**config.mk**
```make
export PLATFORM = sky130hd
export DESIGN_NAME = de_bruijn_sequence_generator
export DESIGN_NICKNAME = d
export VERILOG_FILES = /design/src/sv/dbsg_pkg.sv /design/src/sv/dbsg_ctrl.sv /design/src/sv/dbsg_dpath.sv /design/src/sv/de_bruijn_sequence_generator.sv
export VERILOG_INCLUDE_DIRS = /design/src /design/src/sv
export SDC_FILE = /design/constraint.sdc
export NUM_CORES = 1
export LEC_CHECK = 0
export BUFFER_PORTS_ARGS = -buffer_cell sky130_fd_sc_hd__buf_2
export CAP_MARGIN = 0
export CORE_MARGIN = 8
export CORE_UTILIZATION = 24
export CTS_CLUSTER_SIZE = 12
export DETAILED_ROUTE_END_ITERATION = 8
export PLACE_DENSITY = 0.38
export REMOVE_ABC_BUFFERS = 1
export SLEW_MARGIN = 10
export SYNTH_ARGS = -nofsm -noshare
export SYNTH_HDL_FRONTEND = slang
export SYNTH_SLANG_ARGS = --single-unit
export TNS_END_PERCENT = 5
```
**constraint.sdc**
```tcl
create_clock -name clock -period 5 [get_ports clock]
set_input_delay 0.5 -clock clock [delete_from_list [all_inputs] [get_ports clock]]
set_output_delay 0.5 -clock clock [all_outputs]
set_load 0.01 [all_outputs]
```
**src/sv/de_bruijn_sequence_generator_assert.svh**
```systemverilog
// Assertion macros for the de Bruijn sequence generator datapath.
// No dependencies; the bodies compile away when SYNTHESIS is defined.
`ifndef DE_BRUIJN_SEQUENCE_GENERATOR_ASSERT_SVH
`define DE_BRUIJN_SEQUENCE_GENERATOR_ASSERT_SVH

`ifndef SYNTHESIS

// Condition must hold at every clock edge outside reset
`define DBSG_ASSERT_ALWAYS(label, clk, rst, cond) \
   label: assert property (@(posedge clk) disable iff (rst) (cond)) \
      else $error("assertion failed");

// Consequent must hold in the same cycle as the antecedent
`define DBSG_ASSERT_IMPLY(label, clk, rst, ante, cons) \
   label: assert property (@(posedge clk) disable iff (rst) (ante) |-> (cons)) \
      else $error("assertion failed");

`else

`define DBSG_ASSERT_ALWAYS(label, clk, rst, cond)
`define DBSG_ASSERT_IMPLY(label, clk, rst, ante, cons)

`endif

`endif

```
**src/sv/dbsg_pkg.sv**
```systemverilog
// Shared constants and controller/datapath interface types for the
// de Bruijn sequence generator. No dependencies.
`timescale 1ns / 1ps

package dbsg_pkg;

   // Configuration port
   localparam int CSR_INDEX_BITS = 2;
   localparam int CSR_DATA_BITS  = 5;

   localparam logic [CSR_INDEX_BITS-1:0] CSR_SYMBOL_COUNT = 2'd0;
   localparam logic [CSR_INDEX_BITS-1:0] CSR_WORD_LENGTH  = 2'd1;

   localparam logic [CSR_DATA_BITS-1:0] SYMBOL_COUNT_RESET = 5'd2;
   localparam logic [CSR_DATA_BITS-1:0] WORD_LENGTH_RESET  = 5'd4;

   // Commands from the controller to the datapath
   typedef struct packed {
      logic begin_seq;   // reset prenecklace state, start clearing digits
      logic clear_step;  // write one zero digit
      logic read_sym;    // read digit at the read position
      logic emit;        // load the output register, advance read position
      logic scan_start;  // start searching for the next prenecklace
      logic scan_rd;     // read digit i
      logic scan_chk;    // test digit i, increment it or step down
      logic copy_rd;     // read periodic source digit
      logic copy_wr;     // write copied digit
   } cmd_type;

   // Status from the datapath to the controller
   typedef struct packed {
      logic at_start;    // next transaction starts the sequence
      logic clear_done;  // last digit of the clearing pass
      logic out_free;    // output register can take a result
      logic wrap;        // read position is at the end of the period
      logic last_word;   // wrap on the final prenecklace
      logic digit_less;  // scanned digit is below the top symbol
      logic scan_first;  // scan is at the first digit
      logic no_copy;     // incremented digit is the last digit
      logic copy_done;   // copy is at the last digit
      logic divisible;   // word length is a multiple of the new period
   } status_type;

endpackage

```
**src/sv/dbsg_ctrl.sv**
```systemverilog
// Controller state machine for the de Bruijn sequence generator.
// Depends on dbsg_pkg for the command and status types.
`timescale 1ns / 1ps

module dbsg_ctrl (
   input  logic                 clock,
   input  logic                 reset,
   input  logic                 req_valid,
   input  logic                 req_restart,
   output logic                 req_ready,
   input  dbsg_pkg::status_type sts,
   output dbsg_pkg::cmd_type    cmd
);

   typedef enum logic [2:0] {
      ST_IDLE,
      ST_CLEAR,
      ST_READ,
      ST_EMIT,
      ST_SCAN_RD,
      ST_SCAN_CHK,
      ST_COPY_RD,
      ST_COPY_WR
   } state_type;

   state_type state_ff;
   state_type state_in;

   assign req_ready = (state_ff == ST_IDLE);

   // Decode commands and next state
   always_comb begin
      cmd      = '0;
      state_in = state_ff;
      unique case (state_ff)
         ST_IDLE: begin
            if (req_valid) begin
               if (req_restart || sts.at_start) begin
                  cmd.begin_seq = 1'b1;
                  state_in      = ST_CLEAR;
               end else begin
                  state_in = ST_READ;
               end
            end
         end
         ST_CLEAR: begin
            cmd.clear_step = 1'b1;
            if (sts.clear_done) begin
               state_in = ST_READ;
            end
         end
         ST_READ: begin
            cmd.read_sym = 1'b1;
            state_in     = ST_EMIT;
         end
         ST_EMIT: begin
            // hold the digit until the output register frees up
            if (sts.out_free) begin
               cmd.emit = 1'b1;
               if (sts.wrap && !sts.last_word) begin
                  cmd.scan_start = 1'b1;
                  state_in       = ST_SCAN_RD;
               end else begin
                  state_in = ST_IDLE;
               end
            end
         end
         ST_SCAN_RD: begin
            cmd.scan_rd = 1'b1;
            state_in    = ST_SCAN_CHK;
         end
         ST_SCAN_CHK: begin
            cmd.scan_chk = 1'b1;
            priority if (sts.digit_less) begin
               state_in = sts.no_copy ? ST_IDLE : ST_COPY_RD;
            end else if (sts.scan_first) begin
               state_in = ST_IDLE;
            end else begin
               state_in = ST_SCAN_RD;
            end
         end
         ST_COPY_RD: begin
            cmd.copy_rd = 1'b1;
            state_in    = ST_COPY_WR;
         end
         ST_COPY_WR: begin
            cmd.copy_wr = 1'b1;
            if (sts.copy_done) begin
               // skip prenecklaces whose period does not divide the word length
               if (sts.divisible) begin
                  state_in = ST_IDLE;
               end else begin
                  cmd.scan_start = 1'b1;
                  state_in       = ST_SCAN_RD;
               end
            end else begin
               state_in = ST_COPY_RD;
            end
         end
         default: begin
            state_in = ST_IDLE;
         end
      endcase
   end

   // Hold state
   always_ff @(posedge clock) begin
      if (reset) begin
         state_ff <= ST_IDLE;
      end else begin
         state_ff <= state_in;
      end
   end

endmodule

```
**src/sv/dbsg_dpath.sv**
```systemverilog
// Datapath of the de Bruijn sequence generator: configuration, digit
// memory, prenecklace counters and output register. Depends on dbsg_pkg
// and de_bruijn_sequence_generator_assert.svh.
`timescale 1ns / 1ps
`include "de_bruijn_sequence_generator_assert.svh"

module dbsg_dpath #(
   parameter int MAX_WORD_LENGTH = 16,
   parameter int SYMBOL_BITS     = 4
) (
   input  logic                               clock,
   input  logic                               reset,
   input  logic                               csr_we,
   input  logic [dbsg_pkg::CSR_INDEX_BITS-1:0] csr_index,
   input  logic [dbsg_pkg::CSR_DATA_BITS-1:0]  csr_wdata,
   input  dbsg_pkg::cmd_type                  cmd,
   output dbsg_pkg::status_type               sts,
   output logic                               rsp_valid,
   input  logic                               rsp_ready,
   output logic [SYMBOL_BITS-1:0]             rsp_symbol,
   output logic                               rsp_last
);

   localparam int CW = $clog2(MAX_WORD_LENGTH + 1);
   localparam int IW = (MAX_WORD_LENGTH > 1) ? $clog2(MAX_WORD_LENGTH) : 1;
   localparam int DB = dbsg_pkg::CSR_DATA_BITS;
   localparam int LW = (CW > DB) ? CW : DB;
   localparam int AW = (SYMBOL_BITS + 1 > DB) ? SYMBOL_BITS + 1 : DB;

   logic [DB-1:0]          symbol_count_ff;
   logic [DB-1:0]          word_length_ff;
   logic                   at_start_ff;
   logic [CW-1:0]          period_ff;
   logic [CW-1:0]          rpos_ff;
   logic                   top_word_ff;
   logic [CW-1:0]          i_ff;
   logic [CW-1:0]          j_ff;
   logic [IW-1:0]          m_ff;
   logic [SYMBOL_BITS-1:0] rd_data_ff;
   logic                   rsp_valid_ff;
   logic [SYMBOL_BITS-1:0] rsp_symbol_ff;
   logic                   rsp_last_ff;

   logic [SYMBOL_BITS-1:0] digit_mem [MAX_WORD_LENGTH];

   logic [LW-1:0]          wl_ext;
   logic [CW-1:0]          k_eff;
   logic [AW-1:0]          as_ext;
   logic [AW-1:0]          as_cap;
   logic [AW-1:0]          a_eff;
   logic [SYMBOL_BITS-1:0] top_sym;
   logic [SYMBOL_BITS-1:0] digit_inc;
   logic [IW-1:0]          i_idx;
   logic                   rd_en;
   logic [IW-1:0]          rd_addr;
   logic                   wr_en;
   logic [IW-1:0]          wr_addr;
   logic [SYMBOL_BITS-1:0] wr_data;

   // Clamp the word length into 1..MAX_WORD_LENGTH
   assign wl_ext = LW'(word_length_ff);
   always_comb begin
      priority if (wl_ext == '0) begin
         k_eff = CW'(1);
      end else if (wl_ext > LW'(MAX_WORD_LENGTH)) begin
         k_eff = CW'(MAX_WORD_LENGTH);
      end else begin
         k_eff = wl_ext[CW-1:0];
      end
   end

   // Clamp the alphabet into 2..2^SYMBOL_BITS, keep its top symbol
   assign as_ext = AW'(symbol_count_ff);
   assign as_cap = AW'(1) << SYMBOL_BITS;
   always_comb begin
      priority if (as_ext < AW'(2)) begin
         a_eff = AW'(2);
      end else if (as_ext > as_cap) begin
         a_eff = as_cap;
      end else begin
         a_eff = as_ext;
      end
   end
   assign top_sym   = SYMBOL_BITS'(a_eff - AW'(1));
   assign digit_inc = rd_data_ff + SYMBOL_BITS'(1);
   assign i_idx     = IW'(i_ff - CW'(1));

   // Select memory read and write ports
   always_comb begin
      rd_en   = cmd.read_sym || cmd.scan_rd || cmd.copy_rd;
      rd_addr = m_ff;
      if (cmd.read_sym) begin
         rd_addr = IW'(rpos_ff - CW'(1));
      end else if (cmd.scan_rd) begin
         rd_addr = i_idx;
      end
      wr_en   = 1'b0;
      wr_addr = IW'(j_ff - CW'(1));
      wr_data = rd_data_ff;
      if (cmd.clear_step) begin
         wr_en   = 1'b1;
         wr_data = '0;
      end else if (cmd.scan_chk && (rd_data_ff < top_sym)) begin
         wr_en   = 1'b1;
         wr_addr = i_idx;
         wr_data = digit_inc;
      end else if (cmd.copy_wr) begin
         wr_en = 1'b1;
      end
   end

   // Digit memory, registered read
   always_ff @(posedge clock) begin
      if (wr_en) begin
         digit_mem[wr_addr] <= wr_data;
      end
      if (rd_en) begin
         rd_data_ff <= digit_mem[rd_addr];
      end
   end

   // Configuration and sequence control state
   always_ff @(posedge clock) begin
      if (reset) begin
         symbol_count_ff <= dbsg_pkg::SYMBOL_COUNT_RESET;
         word_length_ff  <= dbsg_pkg::WORD_LENGTH_RESET;
         at_start_ff     <= 1'b1;
         period_ff       <= CW'(1);
         rpos_ff         <= CW'(1);
         top_word_ff     <= 1'b0;
         rsp_valid_ff    <= 1'b0;
      end else begin
         // drop the result once the receiver takes it
         if (cmd.emit) begin
            rsp_valid_ff <= 1'b1;
         end else if (rsp_ready) begin
            rsp_valid_ff <= 1'b0;
         end

         if (cmd.begin_seq) begin
            at_start_ff <= 1'b0;
            period_ff   <= CW'(1);
            rpos_ff     <= CW'(1);
            top_word_ff <= 1'b0;
         end

         // advance the read position, restart after the final symbol
         if (cmd.emit) begin
            if (rpos_ff == period_ff) begin
               rpos_ff <= CW'(1);
               if (top_word_ff) begin
                  at_start_ff <= 1'b1;
               end
            end else begin
               rpos_ff <= rpos_ff + CW'(1);
            end
         end

         // take the new period, or give up when no prenecklace remains
         if (cmd.scan_chk) begin
            if (rd_data_ff < top_sym) begin
               period_ff   <= i_ff;
               top_word_ff <= (i_ff == CW'(1)) && (digit_inc == top_sym);
            end else if (i_ff == CW'(1)) begin
               at_start_ff <= 1'b1;
            end
         end

         if (csr_we) begin
            if (csr_index == dbsg_pkg::CSR_SYMBOL_COUNT) begin
               symbol_count_ff <= csr_wdata;
               at_start_ff     <= 1'b1;
            end else if (csr_index == dbsg_pkg::CSR_WORD_LENGTH) begin
               word_length_ff <= csr_wdata;
               at_start_ff    <= 1'b1;
            end
         end
      end
   end

   // Scan and copy counters
   always_ff @(posedge clock) begin
      if (cmd.begin_seq) begin
         j_ff <= CW'(1);
      end else if (cmd.clear_step) begin
         j_ff <= j_ff + CW'(1);
      end
      if (cmd.scan_start) begin
         i_ff <= k_eff;
      end
      if (cmd.scan_chk) begin
         if (rd_data_ff < top_sym) begin
            j_ff <= i_ff + CW'(1);
            m_ff <= '0;
         end else begin
            i_ff <= i_ff - CW'(1);
         end
      end
      // source index runs over the period, modulo i
      if (cmd.copy_wr) begin
         j_ff <= j_ff + CW'(1);
         m_ff <= (m_ff == i_idx) ? '0 : m_ff + IW'(1);
      end
   end

   // Output register
   always_ff @(posedge clock) begin
      if (cmd.emit) begin
         rsp_symbol_ff <= rd_data_ff;
         rsp_last_ff   <= (rpos_ff == period_ff) && top_word_ff;
      end
   end

   assign rsp_valid  = rsp_valid_ff;
   assign rsp_symbol = rsp_symbol_ff;
   assign rsp_last   = rsp_last_ff;

   // Status to the controller
   always_comb begin
      sts.at_start   = at_start_ff;
      sts.clear_done = (j_ff == k_eff);
      sts.out_free   = !rsp_valid_ff || rsp_ready;
      sts.wrap       = (rpos_ff == period_ff);
      sts.last_word  = (rpos_ff == period_ff) && top_word_ff;
      sts.digit_less = (rd_data_ff < top_sym);
      sts.scan_first = (i_ff == CW'(1));
      sts.no_copy    = (i_ff == k_eff);
      sts.copy_done  = (j_ff == k_eff);
      sts.divisible  = (m_ff == i_idx);
   end

   `DBSG_ASSERT_ALWAYS(a_period_nonzero, clock, reset, period_ff != '0)
   `DBSG_ASSERT_ALWAYS(a_rpos_in_period, clock, reset, (rpos_ff != '0) && (rpos_ff <= period_ff))
   `DBSG_ASSERT_IMPLY(a_emit_slot_free, clock, reset, cmd.emit, !rsp_valid_ff || rsp_ready)
   `DBSG_ASSERT_IMPLY(a_copy_above_prefix, clock, reset, cmd.copy_wr, j_ff > i_ff)

endmodule

```
**src/sv/de_bruijn_sequence_generator.sv**
```systemverilog
// Top level of the de Bruijn sequence generator (FKM Lyndon word order).
// Depends on dbsg_pkg, dbsg_ctrl and dbsg_dpath.
//   Each request transaction (req_valid/req_ready, field req_restart) yields
//   one response transaction (rsp_valid/rsp_ready) carrying rsp_symbol and
//   rsp_last. req_restart = 1, or the first request after reset or after any
//   csr write, starts the sequence again; rsp_last marks its final symbol and
//   the next request wraps to the first symbol.
//   csr_we/csr_index/csr_wdata write the alphabet size (index 0) or the word
//   length (index 1); write them only while the block is idle.
//   Sequencing: a request is taken in the idle state; the symbol is read from
//   the digit memory in the read state and loaded into the output register
//   in the emit state, which waits until that register frees up. When the
//   period of the current word ends, the controller searches the next Lyndon
//   word before it takes another request: a read and a check state for each
//   digit scanned, a read and a write state for each digit copied, repeated
//   for each skipped prenecklace. A start of the sequence adds a clearing
//   pass over the digit memory that zeroes each digit of the word.
//   Reset is synchronous and active high. A stalled receiver holds the result
//   in the output register; one more request is taken meanwhile and waits
//   with its symbol read until the register frees up.
`timescale 1ns / 1ps

module de_bruijn_sequence_generator #(
   parameter int MAX_WORD_LENGTH = 16,
   parameter int SYMBOL_BITS     = 4
) (
   input  logic                                clock,
   input  logic                                reset,
   input  logic                                req_valid,
   output logic                                req_ready,
   input  logic                                req_restart,
   output logic                                rsp_valid,
   input  logic                                rsp_ready,
   output logic [SYMBOL_BITS-1:0]              rsp_symbol,
   output logic                                rsp_last,
   input  logic                                csr_we,
   input  logic [dbsg_pkg::CSR_INDEX_BITS-1:0] csr_index,
   input  logic [dbsg_pkg::CSR_DATA_BITS-1:0]  csr_wdata
);

   dbsg_pkg::cmd_type    cmd;
   dbsg_pkg::status_type sts;

   // Sequence controller
   dbsg_ctrl u_ctrl (
      .clock       (clock),
      .reset       (reset),
      .req_valid   (req_valid),
      .req_restart (req_restart),
      .req_ready   (req_ready),
      .sts         (sts),
      .cmd         (cmd)
   );

   // Digit memory, counters and output register
   dbsg_dpath #(
      .MAX_WORD_LENGTH (MAX_WORD_LENGTH),
      .SYMBOL_BITS     (SYMBOL_BITS)
   ) u_dpath (
      .clock      (clock),
      .reset      (reset),
      .csr_we     (csr_we),
      .csr_index  (csr_index),
      .csr_wdata  (csr_wdata),
      .cmd        (cmd),
      .sts        (sts),
      .rsp_valid  (rsp_valid),
      .rsp_ready  (rsp_ready),
      .rsp_symbol (rsp_symbol),
      .rsp_last   (rsp_last)
   );

endmodule
```
# Yosys cells after proc, flatten, opt, wreduce, memory -nomap -nowiden
# Memory sizes are Yosys's and may differ from the RTL's. A register that Yosys moved wholly into a read port is not among the register bits.
# Index checks and enable logic that the tools add are counted.
# word_totals
ff_bits	45
out_inout_bits	7
n_memories	1
word_cells	140
inputBits	13
ram_bits	64
# memory_table
name	words	word_bits	read_ports	rd_clocked_by_memory_dff	write_ports	line	text
u_dpath.digit_mem	16	4	1	1	1	dbsg_dpath.sv:44	logic [SYMBOL_BITS-1:0] digit_mem [MAX_WORD_LENGTH];
# op_classes
order_cmp	4
eq_ne	17
bitwise	1
mux	74
add_sub_neg	9
n_reduce_logical	21
# op_table
cell	count
two-way mux 5 bit	16
two-way mux 4 bit	12
two-way mux 1 bit	33
two-way mux 3 bit	9
one-hot mux 3 bit (8 select lines)	1
adder 5 x 1 -> 5 bit (second input constant)	3
== test 5 bit	3
== test 3 bit (second input constant)	4
subtractor 4 x 1 -> 4 bit (second input constant)	3
greater-than comparator 5 bit (second input constant)	2
adder 4 x 1 -> 4 bit (second input constant)	2
== test 4 bit	2
nonzero test 2 bit	4
== test 3 x 2 -> 1 bit (second input constant)	2
inequality test 2 bit (second input constant)	3
AND reduction 3 bit	2
== test 5 x 1 -> 1 bit (second input constant)	1
zero test 5 bit	1
< comparator 5 x 2 -> 1 bit (second input constant)	1
subtractor 5 x 1 -> 5 bit (second input constant)	1
logical AND 1 bit	4
logical OR 1 bit	4
< comparator 4 bit	1
two-way mux 2 bit	2
other kinds (8)	10

# Logic depth before layout (Yosys ltp)
# logic_depth
depth_word	14
depth_mapped	13

# By module
# A second synthesis with hierarchy kept.
# unflattened
hier_cells	543
area_unflattened_um2	6035.8
# by_module_without_submodules
module	cells_each	seq_area_each_um2	area_per_inst_um2	instances
dbsg_dpath	502	2972.9	5691.7	1
dbsg_ctrl	41	60.1	344.1	1

# Worst setup path after synthesis
# No wires, ideal clock.
# synth_timing
path_kind	reg-to-reg
from	reg u_dpath.symbol_count_ff[2], in the netlist u_dpath.as_ext[2]
to	mem u_dpath.digit_mem[0][1], data pin
path_stages_with_launch	12
t_arrival_ns	3.161
slack_ns	1.548
path_cell_list	dfxtp_1 > o311ai_0 > ha_1 > ha_1 > nor2b_1 > o21a_1 > o21ai_0 > nor3b_1 > buf_2 > buf_2 > nand2_1 > a21oi_1
# synth_via
elab_chain_cells	8
# synth_lines
element	line	text
from (decl)	dbsg_dpath.sv:30	logic [DB-1:0] symbol_count_ff;
from (signal assigned)	dbsg_dpath.sv:125	symbol_count_ff <= dbsg_pkg::SYMBOL_COUNT_RESET;
from (signal assigned)	dbsg_dpath.sv:171	symbol_count_ff <= csr_wdata;
greater-than comparator 5 bit	dbsg_dpath.sv:78	end else if (as_ext > as_cap) begin
two-way mux 4 bit	dbsg_dpath.sv:78	
two-way mux 4 bit *	dbsg_dpath.sv:76	priority if (as_ext < AW'(2)) begin
subtractor 4 x 1 -> 4 bit *	dbsg_dpath.sv:84	assign top_sym = SYMBOL_BITS'(a_eff - AW'(1));
< comparator 4 bit *	dbsg_dpath.sv:103	end else if (cmd.scan_chk && (rd_data_ff < top_sym)) begin
logical AND 1 bit *	dbsg_dpath.sv:103	
two-way mux 4 bit *	dbsg_dpath.sv:103	
two-way mux 4 bit *	dbsg_dpath.sv:100	if (cmd.clear_step) begin
named net u_dpath.wr_data[1]	dbsg_dpath.sv:58	logic [SYMBOL_BITS-1:0] wr_data;
to (decl)	dbsg_dpath.sv:44	
# Mark *: on every way through the listed nets, which the timed path passes. The rest lies on a longest branch.

# Worst setup path after layout
# layout_timing
from	reg u_dpath.symbol_count_ff[2], in the netlist u_dpath.as_ext[2]
to	mem u_dpath.digit_mem[8][3] (enable)
# layout_via
elab_chain_cells	10
# layout_lines
element	line	text
greater-than comparator 5 bit	dbsg_dpath.sv:78	
two-way mux 4 bit	dbsg_dpath.sv:78	
two-way mux 4 bit *	dbsg_dpath.sv:76	
subtractor 4 x 1 -> 4 bit *	dbsg_dpath.sv:84	
< comparator 4 bit *	dbsg_dpath.sv:103	
logical AND 1 bit *	dbsg_dpath.sv:103	
two-way mux 1 bit	dbsg_dpath.sv:103	
two-way mux 1 bit	dbsg_dpath.sv:100	
two-way mux 1 bit	dbsg_dpath.sv:114	if (wr_en) begin
two-way mux 1 bit (implied by the code)	dbsg_dpath.sv:115	digit_mem[wr_addr] <= wr_data;
# Every way passes the cells marked *; elsewhere a longest branch is shown, timed or not.

==> impl_metrics.tcl <==
set metrics [dict create \
    status "completed" \
    nets 577 \
    vdd_drop_max_mv 0.2169 \
    ctsHoldBuffers 0 \
    startpoint_type "flip-flop" \
    synth_cells 534 \
    yosysWarnings 0 \
    worstPathRequired_ns 5.13 \
    drc_errors 0 \
    grt_overflow 0 \
    regArea_mm2 0.003033 \
    io_buffers 19 \
    slew_violations 0 \
    fin_crit_ns 4.129 \
    hpwl_mm 11.23 \
    setup_viol 0 \
    p_per_area_mw_per_mm2 489.8 \
    layout_commonest_cell "edfxtp_1" \
    start_util 0.2428 \
    wl_mm 15.73 \
    yosys-top-cells-area "edfxtp_1 (40%), dfxtp_1 (12%), mux2i_1 (6.2%)" \
    relSlewSlack 0.2823 \
    syn2layout_area_growth_pct 16.85 \
    fmax_ghz 0.2422 \
    yosysSeqAreaShare 0.5183 \
    routedWlPerCell_um 17.73 \
    cts_buffers 17 \
    min_path_cells 2 \
    worstSkewPairLatency_ns 0.42 \
    fin_crit_sh 0.8258 \
    arrival_ns 4.26 \
    p_total_mw 3.349 \
    cts_buffer_depth 2 \
    clock_sinks 113 \
    ys_types 62 \
    ctsResizeCount 0 \
    grt_pass1_vias 4142 \
    cts.reportedPaths.clkPinSlew_ns 0.06 \
    maxCapViolCount 0 \
    fp-row-count 57 \
    vias_per_cell 4.647 \
    yosys_most_used_dff "edfxtp_1" \
    power_switching_mw 1.176 \
    die_w_um 172.2 \
    swShare 0.3512 \
    hold_ws_ns 0.3231 \
    combPwrFrac 0.270 \
    seqPwrFrac 0.378 \
    worst_slew_pin_slew_ns 1.068 \
    power_leakage_nw 2.306 \
    n_antenna_cell 0 \
    clockPowerShare 0.351 \
    cts_root_buf "clkbuf_16" \
    fillers 2532 \
    firstDrtPassIters 4 \
    synth_edf_count 77 \
    async_reset_ff_frac 0 \
    dieHeight_um 172.2 \
    cp-end-kind "flip-flop" \
    multi_input_area_mm2 0.002580 \
    ant_nets 0 \
    pin_count 20 \
    htreeDepth 4 \
    crit_fanout 13 \
    grt_pass1_wl_mm 24.36 \
    synthDominantCellAreaShare 0.3951 \
    grt_antenna_before_repair 0 \
    tritoncts "built" \
    hp-class "in2reg" \
    finalClockSkew_ns 0.007937 \
    track_usage 0.1115 \
    ys_seq_elements 113 \
    hold_viol 0 \
    worst-setup-path-type "reg2reg" \
    layout-drive-gt1-share 0.1439 \
    synth_area_mm2 0.005852 \
    via_count 4122 \
    ff2ff_path_depth 10 \
    internal-power_mw 2.173 \
    core_mm2 0.02411 \
    avgSynthCellArea_um2 10.96 \
    grt_max_degree 27 \
    die-area_mm2 0.02964 \
    fin_tns_setup_ns 0 \
    gp_congestion 0.7558 \
    synth_area_leader_cell "edfxtp_1" \
    layout_common_cells "edfxtp_1 (77), nor2_1 (63), mux2i_1 (36), dfxtp_1 (36), a21oi_1 (29)" \
    post_cts_buffers 0 \
    initialDrtViolationCount 300 \
    rsz0062_at_grt "no" \
]
==> layout make-up <==
cell class | count | area share
multi-input combinational | 370 | 0.3773
clock buffer | 17 | 0.06221
tap | 324 | 0.05929
inverter | 18 | 0.009881
timing repair buffer | 30 | 0.02598
sequential | 113 | 0.4435
clock inverter | 15 | 0.02177
==> worst max-delay path, cell delays in order (launching register included) <==
cell      delay [ns]
dfxtp_1         0.34
o311ai_0        0.63
ha_1            0.38
ha_1            0.28
nor2b_1         0.13
o21a_1          0.16
o21ai_0         0.33
nor3b_2         0.71
nor3_1          0.13
o21ai_0         0.54
nor2_1          0.23
==> flip-flops by register name, indices dropped and copies added (netlist names) <==
signal	cells
u_ctrl.state_ff	3
u_dpath.as_ext	5
u_dpath.at_start_ff	1
u_dpath.digit_mem	64
u_dpath.i_ff	5
u_dpath.j_ff	5
u_dpath.m_ff	4
u_dpath.period_ff	5
u_dpath.rd_data_ff	4
u_dpath.rpos_ff	5
u_dpath.rsp_last	1
u_dpath.rsp_symbol	4
u_dpath.rsp_valid	1
u_dpath.top_word_ff	1
u_dpath.wl_ext	5
==> path summary, 6_finish.rpt <==
check	start	end	slack, ns
hold reg to reg	u_dpath.period_ff[2]	u_dpath.period_ff[2]	0.48
setup / recovery	u_dpath.as_ext[2]	u_dpath.digit_mem[8][3]	0.87
setup reg to reg	u_dpath.as_ext[2]	u_dpath.digit_mem[8][3]	0.87
hold / removal	csr_wdata[1]	u_dpath.as_ext[1]	0.32
==> cell families (layout without fill, tap and decap cells) <==
logic type	after synthesis	after routing	synth area share
buf+inv	51	80	0.04169
fa+ha+maj	14	14	0.02993
simple gates	176	176	0.1471
xor+xnor	39	39	0.06158
compound gates	98	98	0.1142
mux	43	43	0.08724
flops	113	113	0.5183
==> power groups by stage <==
stage / Combinational (mW) / Sequential, mW / Clock (mW)
after floorplan: 0.596 / 1.25 / 0
after global placement: 0.910 / 1.28 / 0
after detailed placement: 0.909 / 1.29 / 0
after CTS: 0.915 / 1.27 / 1.21
after global routing: 0.988 / 1.28 / 1.25
final: 0.905 / 1.27 / 1.18
==> cell usage after synthesis (3+ instances only) <==
library cell,n
inv_1,18
nand3b_1,3
edfxtp_1,77
buf_2,12
buf_4,4
ha_1,14
and2_1,3
a22oi_1,3
nand2_1,25
mux2i_1,36
xnor2_1,21
nor3_1,18
or3b_1,3
o211ai_1,3
a22o_1,3
nand3_1,28
a31oi_1,8
dfxtp_1,36
nor2b_1,5
and3_1,4
or3_1,7
a211oi_1,3
o21ai_0,19
nor3b_1,4
buf_6,3
nor2_1,63
a21oi_1,29
clkbuf_1,14
xor2_1,17
nand2b_1,4
mux4_2,6
==> per-stage QoR <==
| stage | area (um2) | utilization | setup slack [ns] | cells |
|---|---|---|---|---|
| after CTS | 6838 | 0.2837 | 0.8249 | 887 |
| after detailed placement | 6264 | 0.2598 | 0.8317 | 855 |
| after global routing | 6838 | 0.2837 | 0.5364 | 887 |
| after floorplan | 5675 | - | 0.7728 | 501 |
| final | 6838 | 0.2837 | 0.8712 | 887 |
| after global placement | 6264 | 0.2598 | 0.9114 | 855 |
==> routing by layer <==
metal	share of wire	GRT usage
met2	0.47	0.1783
met1	0.49	0.1456
met4	0.017	0.04160
met3	0.031	0.02443
met5	0	0
(Power assumes the default switching activity.)
